<file path="src/sv/buddy_allocator_unit_defines.svh">
// Assertion macros for the buddy allocator unit.
// Expects clk and rst in the scope of the including module.
`ifndef BUDDY_ALLOCATOR_UNIT_DEFINES_SVH
`define BUDDY_ALLOCATOR_UNIT_DEFINES_SVH

// same-cycle implication
`define BAL_ASSERT_IMP(lbl, ante, cons, msg) \
  lbl: assert property (@(posedge clk) disable iff (rst) (ante) |-> (cons)) else $error(msg);

// next-cycle implication
`define BAL_ASSERT_NXT(lbl, ante, cons, msg) \
  lbl: assert property (@(posedge clk) disable iff (rst) (ante) |=> (cons)) else $error(msg);

`endif

</file>
<file path="src/sv/bal_pkg.sv">
// Shared types and codes for the buddy allocator unit.
// No dependencies.
package bal_pkg;

  typedef enum logic [1:0] {
    ND_UNUSED = 2'd0,
    ND_FREE   = 2'd1,
    ND_SPLIT  = 2'd2,
    ND_ALLOC  = 2'd3
  } node_st_t;

  typedef enum logic [1:0] {
    ST_OK       = 2'd0,
    ST_NO_SPACE = 2'd1,
    ST_BAD_FREE = 2'd2
  } status_t;

  typedef enum logic {
    OP_ALLOC = 1'b0,
    OP_FREE  = 1'b1
  } op_t;

  typedef enum logic [2:0] {
    FS_INIT,
    FS_IDLE,
    FS_A_RD,
    FS_A_SPL,
    FS_F_RD,
    FS_UP_RD,
    FS_UP_EV,
    FS_DONE
  } fsm_t;

  localparam int unsigned REQ_W  = 13;
  localparam int unsigned ADDR_W = 12;

endpackage

</file>
<file path="src/sv/bal_size_order.sv">
// Size class of an allocate request: smallest order whose block holds it.
// Uses bal_pkg for field widths.
module bal_size_order #(
  parameter int LEVELS          = 8,
  parameter int MIN_BLOCK_BYTES = 16
) (
  input  logic [bal_pkg::REQ_W-1:0]     request_bytes,
  output logic [$clog2(LEVELS+2)-1:0]   want
);
  import bal_pkg::*;

  localparam int LW = $clog2(LEVELS+2);

  logic [LEVELS:0] below;

  // block sizes grow monotonically, so the order is the count of sizes too small
  always_comb begin
    for (int w = 0; w <= LEVELS; w++) begin
      below[w] = ((33'(MIN_BLOCK_BYTES) << w) < 33'(request_bytes));
    end
  end

  assign want = LW'($countones(below));

endmodule

</file>
<file path="src/sv/buddy_allocator_unit.sv">
// Buddy allocator unit: node-state tree in one synchronous memory, walked by a sequencer.
// Allocate and free go down one level a cycle, then on success back up to the root,
// reading the buddy and then writing the parent at each level; an oversized request or a
// free outside the pool goes straight to the result without walking the tree.
// One beat in flight: the next input beat is taken only after the result loads into the
// output register, and the result waits while the output is held off.
// rst (synchronous) and every pool_levels write go to FS_INIT to write the root entry
// as free; no other entry is cleared, as only entries under a split node are ever read.
module buddy_allocator_unit #(
  parameter int LEVELS          = 8,
  parameter int MIN_BLOCK_BYTES = 16
) (
  input  logic        clk,
  input  logic        rst,
  input  logic        s_tvalid,
  output logic        s_tready,
  input  logic [31:0] s_tdata,   // request_bytes[12:0], address[24:13], zero[31:25]
  input  logic [0:0]  s_tuser,   // operation[0]
  output logic        m_tvalid,
  input  logic        m_tready,
  output logic [15:0] m_tdata,   // block_offset[11:0], block_order[15:12]
  output logic [1:0]  m_tuser,   // status[1:0]
  input  logic        psel,
  input  logic        penable,
  input  logic        pwrite,
  input  logic [2:0]  paddr,
  input  logic [31:0] pwdata,
  output logic [31:0] prdata,
  output logic        pready
);
  import bal_pkg::*;

  localparam int unsigned NODES    = (2 ** (LEVELS + 1)) - 1;
  localparam int          IW       = LEVELS + 1;
  localparam int          LW       = $clog2(LEVELS + 2);
  localparam int          WW       = LW + 2;
  localparam longint      POOL_MAX = longint'(MIN_BLOCK_BYTES) << LEVELS;
  localparam int          BW       = $clog2(POOL_MAX + 1);
  localparam int          SW       = (BW > 13) ? BW : 13;
  localparam logic [SW-1:0] MIN_W  = SW'(MIN_BLOCK_BYTES);

  // tree memory: {state, longest free order + 1 (0 = none)}
  logic [WW-1:0] node_mem [NODES];
  logic          mem_we;
  logic [IW-1:0] mem_wa;
  logic [WW-1:0] mem_wd;
  logic          mem_re;
  logic [IW-1:0] mem_ra;
  logic [IW-1:0] mem_rb;
  logic [WW-1:0] rda;
  logic [WW-1:0] rdb;

  fsm_t state, state_next;

  logic [LW-1:0]     pl, pl_next;
  logic [LW-1:0]     want, want_next;
  logic [ADDR_W-1:0] addr, addr_next;
  logic [IW-1:0]     idx, idx_next;
  logic [LW-1:0]     ord, ord_next;
  logic [SW-1:0]     start, start_next;
  logic              at_root, at_root_next;
  logic [LW-1:0]     cur_lng, cur_lng_next;
  logic              merge, merge_next;
  status_t           res_status, res_status_next;
  logic [SW-1:0]     res_off, res_off_next;
  logic [LW-1:0]     res_order, res_order_next;
  logic              out_valid;
  status_t           out_status;
  logic [11:0]       out_off;
  logic [3:0]        out_order;

  logic              cfg_wr;
  logic              acc;
  op_t               in_op;
  logic [REQ_W-1:0]  in_req;
  logic [ADDR_W-1:0] in_addr;
  logic [LW-1:0]     want_in;
  logic              in_fail;
  logic [SW-1:0]     pool_bytes;
  logic              out_free;
  logic              oversize;
  logic              ascending;

  node_st_t          cw_st;
  logic [LW-1:0]     cw_lng;
  logic [IW-1:0]     nidx;
  logic [SW-1:0]     nstart;
  logic [IW-1:0]     n_left;
  logic [IW-1:0]     n_right;
  logic              a_none;
  logic              a_hit;
  logic              a_split;
  logic              a_kids;

  node_st_t          ra_st;
  logic [LW-1:0]     ra_lng;
  node_st_t          rb_st;
  logic [LW-1:0]     rb_lng;
  logic              f_found;
  logic              f_down;
  logic              f_right;
  logic [SW-1:0]     half_dn;
  logic [IW-1:0]     i_left;

  logic [IW-1:0]     parent;
  logic [IW-1:0]     buddy;
  logic              up_merge;
  node_st_t          pw_st;
  logic [LW-1:0]     pw_lng;

  bal_size_order #(
    .LEVELS          (LEVELS),
    .MIN_BLOCK_BYTES (MIN_BLOCK_BYTES)
  ) u_size (
    .request_bytes (in_req),
    .want          (want_in)
  );

  // ---- APB ----
  assign pready = 1'b1;
  assign cfg_wr = psel && penable && pwrite && pready && (paddr[2] == 1'b0);
  assign prdata = 32'(pl);

  always_comb begin
    pl_next = pl;
    if (cfg_wr) begin
      pl_next = (32'(pwdata[3:0]) > 32'(LEVELS)) ? LW'(LEVELS) : LW'(pwdata[3:0]);
    end
  end

  // ---- stream side ----
  assign s_tready = (state == FS_IDLE);
  assign acc      = s_tvalid && s_tready;
  assign in_op    = op_t'(s_tuser[0]);
  assign in_req   = s_tdata[12:0];
  assign in_addr  = s_tdata[24:13];
  assign pool_bytes = MIN_W << pl;
  assign in_fail  = (in_op == OP_ALLOC) ? (want_in > pl) : (SW'(in_addr) >= pool_bytes);
  assign out_free = !out_valid || m_tready;

  assign ra_st  = node_st_t'(rda[WW-1:LW]);
  assign ra_lng = rda[LW-1:0];
  assign rb_st  = node_st_t'(rdb[WW-1:LW]);
  assign rb_lng = rdb[LW-1:0];

  // ---- decode ----
  always_comb begin
    nidx   = idx;
    nstart = start;
    cw_st  = ra_st;
    cw_lng = ra_lng;
    if (state == FS_A_SPL) begin
      cw_st  = ND_FREE;
      cw_lng = LW'(ord + 1'b1);
    end else if (!at_root && (ra_lng <= want)) begin
      // left child cannot hold it, take the right one
      nidx   = idx + 1'b1;
      nstart = start + (MIN_W << ord);
      cw_st  = rb_st;
      cw_lng = rb_lng;
    end
    n_left  = {nidx[IW-2:0], 1'b1};
    n_right = n_left + 1'b1;
    a_none  = (cw_lng <= want);
    a_hit   = (cw_st == ND_FREE) && (ord == want);
    a_split = (cw_st == ND_FREE) && (ord != want);
    a_kids  = (cw_st == ND_SPLIT);

    i_left  = {idx[IW-2:0], 1'b1};
    half_dn = MIN_W << (ord - 1'b1);
    f_found = (ra_st == ND_ALLOC) && (SW'(addr) == start);
    f_down  = (ra_st == ND_SPLIT) && (ord != '0);
    f_right = (SW'(addr) >= (start + half_dn));

    parent   = (idx - 1'b1) >> 1;
    buddy    = idx[0] ? (idx + 1'b1) : (idx - 1'b1);
    up_merge = merge && (ra_st == ND_FREE);
    if (up_merge) begin
      pw_st  = ND_FREE;
      pw_lng = LW'(cur_lng + 1'b1);
    end else begin
      pw_st  = ND_SPLIT;
      pw_lng = (cur_lng > ra_lng) ? cur_lng : ra_lng;
    end
  end

  // ---- next state ----
  always_comb begin
    state_next = state;
    case (state)
      FS_INIT: state_next = FS_IDLE;
      FS_IDLE: begin
        if (acc) begin
          if (in_fail)               state_next = FS_DONE;
          else if (in_op == OP_ALLOC) state_next = FS_A_RD;
          else                        state_next = FS_F_RD;
        end
      end
      FS_A_RD, FS_A_SPL: begin
        if (a_none)       state_next = FS_DONE;
        else if (a_hit)   state_next = (nidx == '0) ? FS_DONE : FS_UP_RD;
        else if (a_split) state_next = FS_A_SPL;
        else if (a_kids)  state_next = FS_A_RD;
        else              state_next = FS_DONE;
      end
      FS_F_RD: begin
        if (f_found)     state_next = (idx == '0) ? FS_DONE : FS_UP_RD;
        else if (f_down) state_next = FS_F_RD;
        else             state_next = FS_DONE;
      end
      FS_UP_RD: state_next = FS_UP_EV;
      FS_UP_EV: state_next = (parent == '0) ? FS_DONE : FS_UP_RD;
      FS_DONE:  state_next = out_free ? FS_IDLE : FS_DONE;
      default:  state_next = FS_INIT;
    endcase
    if (cfg_wr) state_next = FS_INIT;
  end

  // ---- datapath and memory controls ----
  always_comb begin
    want_next       = want;
    addr_next       = addr;
    idx_next        = idx;
    ord_next        = ord;
    start_next      = start;
    at_root_next    = at_root;
    cur_lng_next    = cur_lng;
    merge_next      = merge;
    res_status_next = res_status;
    res_off_next    = res_off;
    res_order_next  = res_order;
    mem_we = 1'b0;
    mem_wa = '0;
    mem_wd = '0;
    mem_re = 1'b0;
    mem_ra = '0;
    mem_rb = '0;
    case (state)
      FS_INIT: begin
        mem_we = 1'b1;
        mem_wd = {ND_FREE, LW'(pl + 1'b1)};
      end
      FS_IDLE: begin
        if (acc) begin
          want_next      = want_in;
          addr_next      = in_addr;
          idx_next       = '0;
          ord_next       = pl;
          start_next     = '0;
          at_root_next   = 1'b1;
          merge_next     = 1'b0;
          res_off_next   = '0;
          res_order_next = '0;
          if (!in_fail)                res_status_next = ST_OK;
          else if (in_op == OP_ALLOC) res_status_next = ST_NO_SPACE;
          else                        res_status_next = ST_BAD_FREE;
          mem_re = 1'b1;
        end
      end
      FS_A_RD, FS_A_SPL: begin
        at_root_next = 1'b0;
        if (a_none) begin
          res_status_next = ST_NO_SPACE;
        end else if (a_hit) begin
          mem_we         = 1'b1;
          mem_wa         = nidx;
          mem_wd         = {ND_ALLOC, LW'(0)};
          cur_lng_next   = '0;
          idx_next       = nidx;
          res_off_next   = nstart;
          res_order_next = want;
        end else if (a_split) begin
          // right half becomes a free block, keep going down the left
          mem_we     = 1'b1;
          mem_wa     = n_right;
          mem_wd     = {ND_FREE, ord};
          idx_next   = n_left;
          ord_next   = ord - 1'b1;
          start_next = nstart;
        end else if (a_kids) begin
          mem_re     = 1'b1;
          mem_ra     = n_left;
          mem_rb     = n_right;
          idx_next   = n_left;
          ord_next   = ord - 1'b1;
          start_next = nstart;
        end else begin
          res_status_next = ST_NO_SPACE;
        end
      end
      FS_F_RD: begin
        if (f_found) begin
          mem_we         = 1'b1;
          mem_wa         = idx;
          mem_wd         = {ND_FREE, LW'(ord + 1'b1)};
          cur_lng_next   = LW'(ord + 1'b1);
          merge_next     = 1'b1;
          res_off_next   = start;
          res_order_next = ord;
        end else if (f_down) begin
          ord_next = ord - 1'b1;
          mem_re   = 1'b1;
          if (f_right) begin
            idx_next   = i_left + 1'b1;
            start_next = start + half_dn;
            mem_ra     = i_left + 1'b1;
          end else begin
            idx_next = i_left;
            mem_ra   = i_left;
          end
        end else begin
          res_status_next = ST_BAD_FREE;
        end
      end
      FS_UP_RD: begin
        mem_re = 1'b1;
        mem_ra = buddy;
      end
      FS_UP_EV: begin
        mem_we       = 1'b1;
        mem_wa       = parent;
        mem_wd       = {pw_st, pw_lng};
        cur_lng_next = pw_lng;
        merge_next   = up_merge;
        idx_next     = parent;
      end
      default: begin
      end
    endcase
  end

  // ---- tree memory ----
  always_ff @(posedge clk) begin
    if (mem_we) node_mem[mem_wa] <= mem_wd;
    if (mem_re) begin
      rda <= node_mem[mem_ra];
      rdb <= node_mem[mem_rb];
    end
  end

  // ---- registers ----
  always_ff @(posedge clk) begin
    if (rst) begin
      state     <= FS_INIT;
      pl        <= (LEVELS < 8) ? LW'(LEVELS) : LW'(8);
      out_valid <= 1'b0;
    end else begin
      state <= state_next;
      pl    <= pl_next;
      if (state == FS_DONE && out_free) begin
        out_valid <= 1'b1;
      end else if (m_tready) begin
        out_valid <= 1'b0;
      end
    end
  end

  always_ff @(posedge clk) begin
    want       <= want_next;
    addr       <= addr_next;
    idx        <= idx_next;
    ord        <= ord_next;
    start      <= start_next;
    at_root    <= at_root_next;
    cur_lng    <= cur_lng_next;
    merge      <= merge_next;
    res_status <= res_status_next;
    res_off    <= res_off_next;
    res_order  <= res_order_next;
    if (state == FS_DONE && out_free) begin
      out_status <= res_status;
      out_off    <= res_off[11:0];
      out_order  <= 4'(res_order);
    end
  end

  assign m_tvalid = out_valid;
  assign m_tdata  = {out_order, out_off};
  assign m_tuser  = out_status;

  // ---- checks ----
  assign oversize  = acc && !cfg_wr && (in_op == OP_ALLOC) && (want_in > pl);
  assign ascending = (state == FS_UP_RD) || (state == FS_UP_EV);

  `include "buddy_allocator_unit_defines.svh"

  `BAL_ASSERT_NXT(a_busy_after_beat, acc, !s_tready, "accepted beat left input ready")
  `BAL_ASSERT_NXT(a_init_after_cfg, cfg_wr, state == FS_INIT, "pool write did not re-initialise")
  `BAL_ASSERT_NXT(a_big_req_done, oversize, state == FS_DONE, "oversized request walked the tree")
  `BAL_ASSERT_IMP(a_up_not_root, ascending, idx != '0, "ascent reached past the root")

endmodule
</file>
<file path="config.mk">
export PLATFORM = sky130hd
export DESIGN_NAME = buddy_allocator_unit
export DESIGN_NICKNAME = d
export VERILOG_FILES = /design/src/sv/bal_pkg.sv /design/src/sv/bal_size_order.sv /design/src/sv/buddy_allocator_unit.sv
export VERILOG_INCLUDE_DIRS = /design/src /design/src/sv
export SDC_FILE = /design/constraint.sdc
export NUM_CORES = 2
export LEC_CHECK = 0
export BUFFER_PORTS_ARGS = -buffer_cell sky130_fd_sc_hd__buf_2
export CAP_MARGIN = 30
export CELL_PAD_IN_SITES_DETAIL_PLACEMENT = 0
export CELL_PAD_IN_SITES_GLOBAL_PLACEMENT = 1
export CORE_ASPECT_RATIO = 1.4
export CORE_MARGIN = 1.5
export CORE_UTILIZATION = 28
export DETAILED_ROUTE_END_ITERATION = 7
export PLACE_DENSITY_LB_ADDON = 0.1
export SKIP_CTS_REPAIR_TIMING = 1
export SYNTH_ARGS = -nofsm -noshare
export SYNTH_HDL_FRONTEND = slang
export SYNTH_HIERARCHICAL = 1
export SYNTH_SLANG_ARGS = --single-unit
</file>
<file path="constraint.sdc">
create_clock -name clk -period 35.3 [get_ports clk]
set_clock_uncertainty 0.2 [all_clocks]
set_input_delay 7.06 -clock clk [delete_from_list [all_inputs] [get_ports clk]]
set_output_delay 7.06 -clock clk [all_outputs]
set_load 0.01 [all_outputs]
</file>
* Word-level counts from Yosys, hierarchy flattened
Memory sizes are Yosys's and may differ from the RTL's. A register that Yosys moved wholly into a read port is not among the register bits. Cells that the tools add are included.
Word-level totals: bits in registers 92, RAM bits 3066, bits of input ports 75, output and inout bits 53, word-level logic and storage cells 243, memories kept 1
Memories:
- node_mem | words 511, bits a word 6, read ports 2, clocked after memory_dff 2, write ports 1, RTL line buddy_allocator_unit.sv:43 | logic [WW-1:0] node_mem [NODES];
Operators by class: $add $sub $neg 18, magnitude comparators 16, equality and inequality tests 29, shifts and indexed selects 3, muxes and demuxes 121, bitwise gates (word level) 1, reductions and logical operators 37
Operator list (count):
- 9-bit two-way mux | 26
- 13-bit two-way mux | 10
- 4-bit two-way mux | 19
- 9-bit case mux with 3 select lines | 2
- 13-bit case mux with 3 select lines | 1
- 5-bit by 4-bit << shifter with 13-bit output, first input constant | 3
- 12-bit two-way mux | 3
- 12-bit case mux with 3 select lines | 1
- 4-bit case mux with 3 select lines | 3
- 9-bit case mux with 4 select lines | 1
- 2-bit two-way mux | 17
- 9-bit by 1-bit adder with 9-bit output, second input constant | 3
- 9-bit zero test | 3
- 13-bit adder | 2
- 12-bit by 13-bit greater-or-equal comparator with 1-bit output | 2
- 3-bit two-way mux | 8
- 6-bit case mux with 4 select lines | 1
- 3-bit case mux with 7 select lines | 1
- 1-bit two-way mux | 19
- 2-bit inequality test, second input constant | 8
- 7-bit AND reduction | 2
- 12-bit by 13-bit == test with 1-bit output | 1
- 10-bit by 13-bit less-than comparator with 1-bit output, first input constant | 1
- 11-bit by 13-bit less-than comparator with 1-bit output, first input constant | 1
- other kinds (47) | 87

* Depth between registers and ports, before layout
depth after elaboration 12, depth in mapped cells 35, gate-level depth less buffers 27

* By module
Netlist, hierarchy kept.
By module, submodules not included:
- buddy_allocator_unit | instances 1, cells an instance 9171, area each 142726.9 sq um, seq. area each 95111.2 sq um
- bal_size_order | instances 1, cells an instance 42, area each 381.6 sq um, seq. area each 0.0 sq um

* Worst setup path after synthesis
OpenSTA, ideal clock, no wires.
kind register -> register, start register cur_lng[1], end memory node_mem[0][3] in the netlist's numbering (data pin), setup time 4.159 ns, arrival 21.362 ns, required time 30.941 ns, setup slack 9.579 ns, stages on the path, launching flop included 11, path buffers 0, period minus slack after synthesis 25.721 ns, path through edfxtp_1 > ha_1 > nor2b_1 > o21ai_0 > nand2b_1 > a21oi_1 > a41o_1 > nand2b_1 > a21boi_0 > a211oi_1 > o21ai_0
Between the ends: word-level cells in the longest chain between the ends 4, elaborated cells between the ends (all ways) 5, classes of those cells add/sub (1); order compare (1); mux (3)
Ends and longest elaborated chain:
- start, declared | RTL line buddy_allocator_unit.sv:62 | logic [LW-1:0] cur_lng, cur_lng_next;
- start signal, assigned | RTL line buddy_allocator_unit.sv:365 | cur_lng <= cur_lng_next;
- 4-bit greater-than comparator | RTL line buddy_allocator_unit.sv:183 | pw_lng = (cur_lng > ra_lng) ? cur_lng : ra_lng;
- 4-bit two-way mux | RTL line buddy_allocator_unit.sv:183
- 4-bit two-way mux (*) | RTL line buddy_allocator_unit.sv:178 | if (up_merge) begin
- 6-bit case mux with 4 select lines (*) | RTL line buddy_allocator_unit.sv:238 | case (state)
- net mem_wd[3] | RTL line buddy_allocator_unit.sv:46 | logic [WW-1:0] mem_wd;
- end, declared | RTL line buddy_allocator_unit.sv:43
The timed path passes the listed nets; every way through them passes the cells marked *.

* Worst setup path after layout
start register ord[0], end register rda[4] (read register of node_mem) (data pin)
Between the ends: word-level cells in the longest chain between the ends 8, elaborated cells between the ends (all ways) 26, classes of those cells add/sub (3); order compare (2); eq/ne (2); shift (1); mux (14); reduce/logical (4)
Ends and longest elaborated chain:
- start, declared | RTL line buddy_allocator_unit.sv:59 | logic [LW-1:0] ord, ord_next;
- start signal, assigned | RTL line buddy_allocator_unit.sv:362 | ord <= ord_next;
- 4-bit by 1-bit subtractor with 4-bit output | RTL line buddy_allocator_unit.sv:170 | half_dn = MIN_W << (ord - 1'b1);
- 5-bit by 4-bit << shifter with 13-bit output | RTL line buddy_allocator_unit.sv:170
- 13-bit adder | RTL line buddy_allocator_unit.sv:173 | f_right = (SW'(addr) >= (start + half_dn));
- 12-bit by 13-bit greater-or-equal comparator with 1-bit output | RTL line buddy_allocator_unit.sv:173
- 9-bit two-way mux | RTL line buddy_allocator_unit.sv:303 | if (f_right) begin
- 9-bit two-way mux | RTL line buddy_allocator_unit.sv:300 | end else if (f_down) begin
- 9-bit two-way mux | RTL line buddy_allocator_unit.sv:292 | if (f_found) begin
- 9-bit case mux with 3 select lines | RTL line buddy_allocator_unit.sv:238
- end, declared | RTL line buddy_allocator_unit.sv:50 | logic [WW-1:0] rda;
Parallel ways exist; a longest one is shown, timed or not. A chain may end at the register's enable or synchronous reset.

==> flow_summary.json <==
{
  "antenna_left": 0,
  "drt_pass1_iterations": 5,
  "synth_common_cells": "3162 x edfxtp_1, 1529 x nand2_1, 893 x mux4_2",
  "fmax_mhz": 76.8,
  "cts_buffers": 341,
  "routedWlPerCell_um": 39.3,
  "max_stage_delay_ns": 0.75,
  "power.density_nw_per_um2": 54.2,
  "yosysMostFrequentCell": "edfxtp_1",
  "hpwl_um": 415000,
  "maxSlewViolCount": 0,
  "antenna_found_initial": 50,
  "grt_pass1_wl_um": 853000,
  "dieArea_sq_um": 515000,
  "drive_gt1_share_pct": 20.4,
  "layout.nets": 9458,
  "initial_core_util_pct": 28.1,
  "grt-ovfl-total": 0,
  "setup_viol": 0,
  "yosys.area.top_type": "edfxtp_1",
  "arrival_ns": 13.53,
  "ioPinCount": 128,
  "preCtsSetupSlack_ns": 22.05,
  "min_period_over_period_pct": 36.9,
  "cp-end-kind": "register",
  "clk_pin_slew_ns": 0.06,
  "tightestPinTransition_ns": 1.19,
  "cap_violations": 0,
  "hold_viol": 0,
  "worst-path-max-fanout": 61,
  "vias": 89700,
  "place.gp.congestion": 0.847,
  "reg2reg_slack_ns": 22.29,
  "ys_types": 110,
  "cts_sinks": 3170,
  "outcome": "finished, final reports clean",
  "insertion_delay_ns": 1.02,
  "cp.required_ns": 35.82,
  "portBuffers": 61,
  "ys_ff_latch": 3170,
  "grt_usage_pct": 24.2,
  "coreArea_sq_um": 509000,
  "p_leak_nw": 51.4,
  "max_slew_margin_pct": 18.9,
  "yosysTopAreaCellShare_pct": 66.3,
  "syn_inst": 9213,
  "setup_ws_ns": 22.29,
  "grt_max_degree": 193,
  "crit_type": "reg -> reg",
  "synth.area.top_cells": "edfxtp_1 66%, mux4_2 14%, nand2_1 4.0%, nor2_1 1.7%, nand3_1 1.7%",
  "rsz0062_at_grt": "no",
  "synth_edf_count": 3162,
  "period_minus_slack_ns": 13.01,
  "ir_drop_mv": 0.0341,
  "initialDrtViolationCount": 10300,
  "crit_start": "ord[0]",
  "worstReg2RegStart": "ord[0]",
  "tritoncts": "done",
  "ys.flop_type": "edfxtp_1",
  "die_x_um": 607,
  "drc": 0,
  "post_synth.cell_area_avg_sq_um": 15.5,
  "tns_ns": 0,
  "cts_root_buf": "clkbuf_16",
  "ctsHtreeMaxLevel": 5,
  "p_total_mw": 8.85,
  "die_h_um": 849,
  "grt_pass1_vias": 91000,
  "hp-class": "reg -> reg",
  "clockBufferDepth": 4,
  "final_util_pct": 32.1,
  "vias_per_cell": 5.51,
  "slowest_stage": "a2111oi_0",
  "async_flop_share_pct": 0,
  "row_count": 310,
  "hp-start": "res_off[7]",
  "crit_top_cell": "buf_4",
  "yosysSeqAreaShare_pct": 66.5,
  "ys_warn_count": 6,
  "syn_to_final_growth_pct": 14.1,
  "syn_area_sq_um": 143000,
  "fin_worst_hold_slack_ns": 0.218,
  "wl_um": 640000,
  "critPathLaunchType": "register"
}
[critical path: cells and delay by family, from the launching register on]
kind                     cells  cell delay, ns
AO/OA/AOI/OAI               12            3.24
XOR/XNOR                     1            0.35
adder cells (fa/ha/maj)      4            1.29
buffers and inverters        7            3.94
flip-flops                   1            0.67
multiplexers                 1            0.56
AND/OR/NAND/NOR              7            1.99
[state kept, by name (all words and copies together), names as in the netlist, 6 cells and up]
register,flops
out_off,12
node_mem,3066
rda,6
rdb,6
idx,9
start,13
res_off,12
addr,12
[per-stage QoR]
stage,instances,instance area [sq um]
2_1_floorplan,9240,143000
3_3_place_gp,15600,152000
3_5_place_dp,15700,152000
4_1_cts,16300,163000
5_1_grt,16300,163000
6_report,16300,163000
[area by class of cell]
type | instances | area [sq um]
antenna | 20 | 50.0
sequential | 3170 | 95100
clock inverter | 205 | 1970
tap | 6708 | 8390
inverter | 53 | 199
timing repair buffer | 409 | 3590
clock buffer | 407 | 8950
fill | 49700 | 346000
multi-input combinational | 5321 | 45000
[placed cells by master (no fill, tap or decap), types with 44 or more instances in the layout]
cell type / count
a211oi_1: 44
a21oi_1: 244
a311oi_1: 82
a31oi_1: 116
and3_1: 126
buf_2: 64
buf_4: 289
clkbuf_1: 58
clkbuf_16: 349
clkinv_1: 78
clkinv_2: 52
edfxtp_1: 3162
ha_1: 80
inv_1: 48
mux2i_1: 182
mux4_2: 893
nand2_1: 1504
nand3_1: 487
nand4_1: 80
nor2_1: 628
o21ai_0: 113
[final timing paths]
path	end	cells past startpoint
min reg2reg	out_off[7]	0
max reg2reg	rda[4]	32
min	out_off[7]	0
max	rda[4]	32
[cell families (layout without fill, tap and decap cells)]
group	after synthesis	count (layout)	synth area share, %
flops	3170	3170	66.5
simple gates	3053	3053	9.17
mux	1090	1090	15.5
compound gates	990	990	4.82
buf+inv	749	1074	2.78
fa+ha+maj	87	87	0.797
xor+xnor	72	72	0.456
other cells	2	49	0.00525
[power by group]
part / internal [mW] / switching (mW) / leakage (nW) / total [mW]
logic: 0.272 / 0.705 / 18.1 / 0.977
clock network: 2.04 / 1.61 / 5.29 / 3.65
registers: 4.20 / 0.0156 / 28.0 / 4.22
[per-layer routing]
| metal | GRT usage (%) | wire length (um) | vias up |
|---|---|---|---|
| li1 | - | - | 36500 |
| met1 | 30.3 | 256000 | 49000 |
| met2 | 41.9 | 320000 | 3416 |
| met3 | 3.25 | 34900 | 752 |
| met4 | 10.1 | 30100 | 10 |
| met5 | 0 | 80 | - |
No activity file was read; power rests on OpenSTA's default activity.
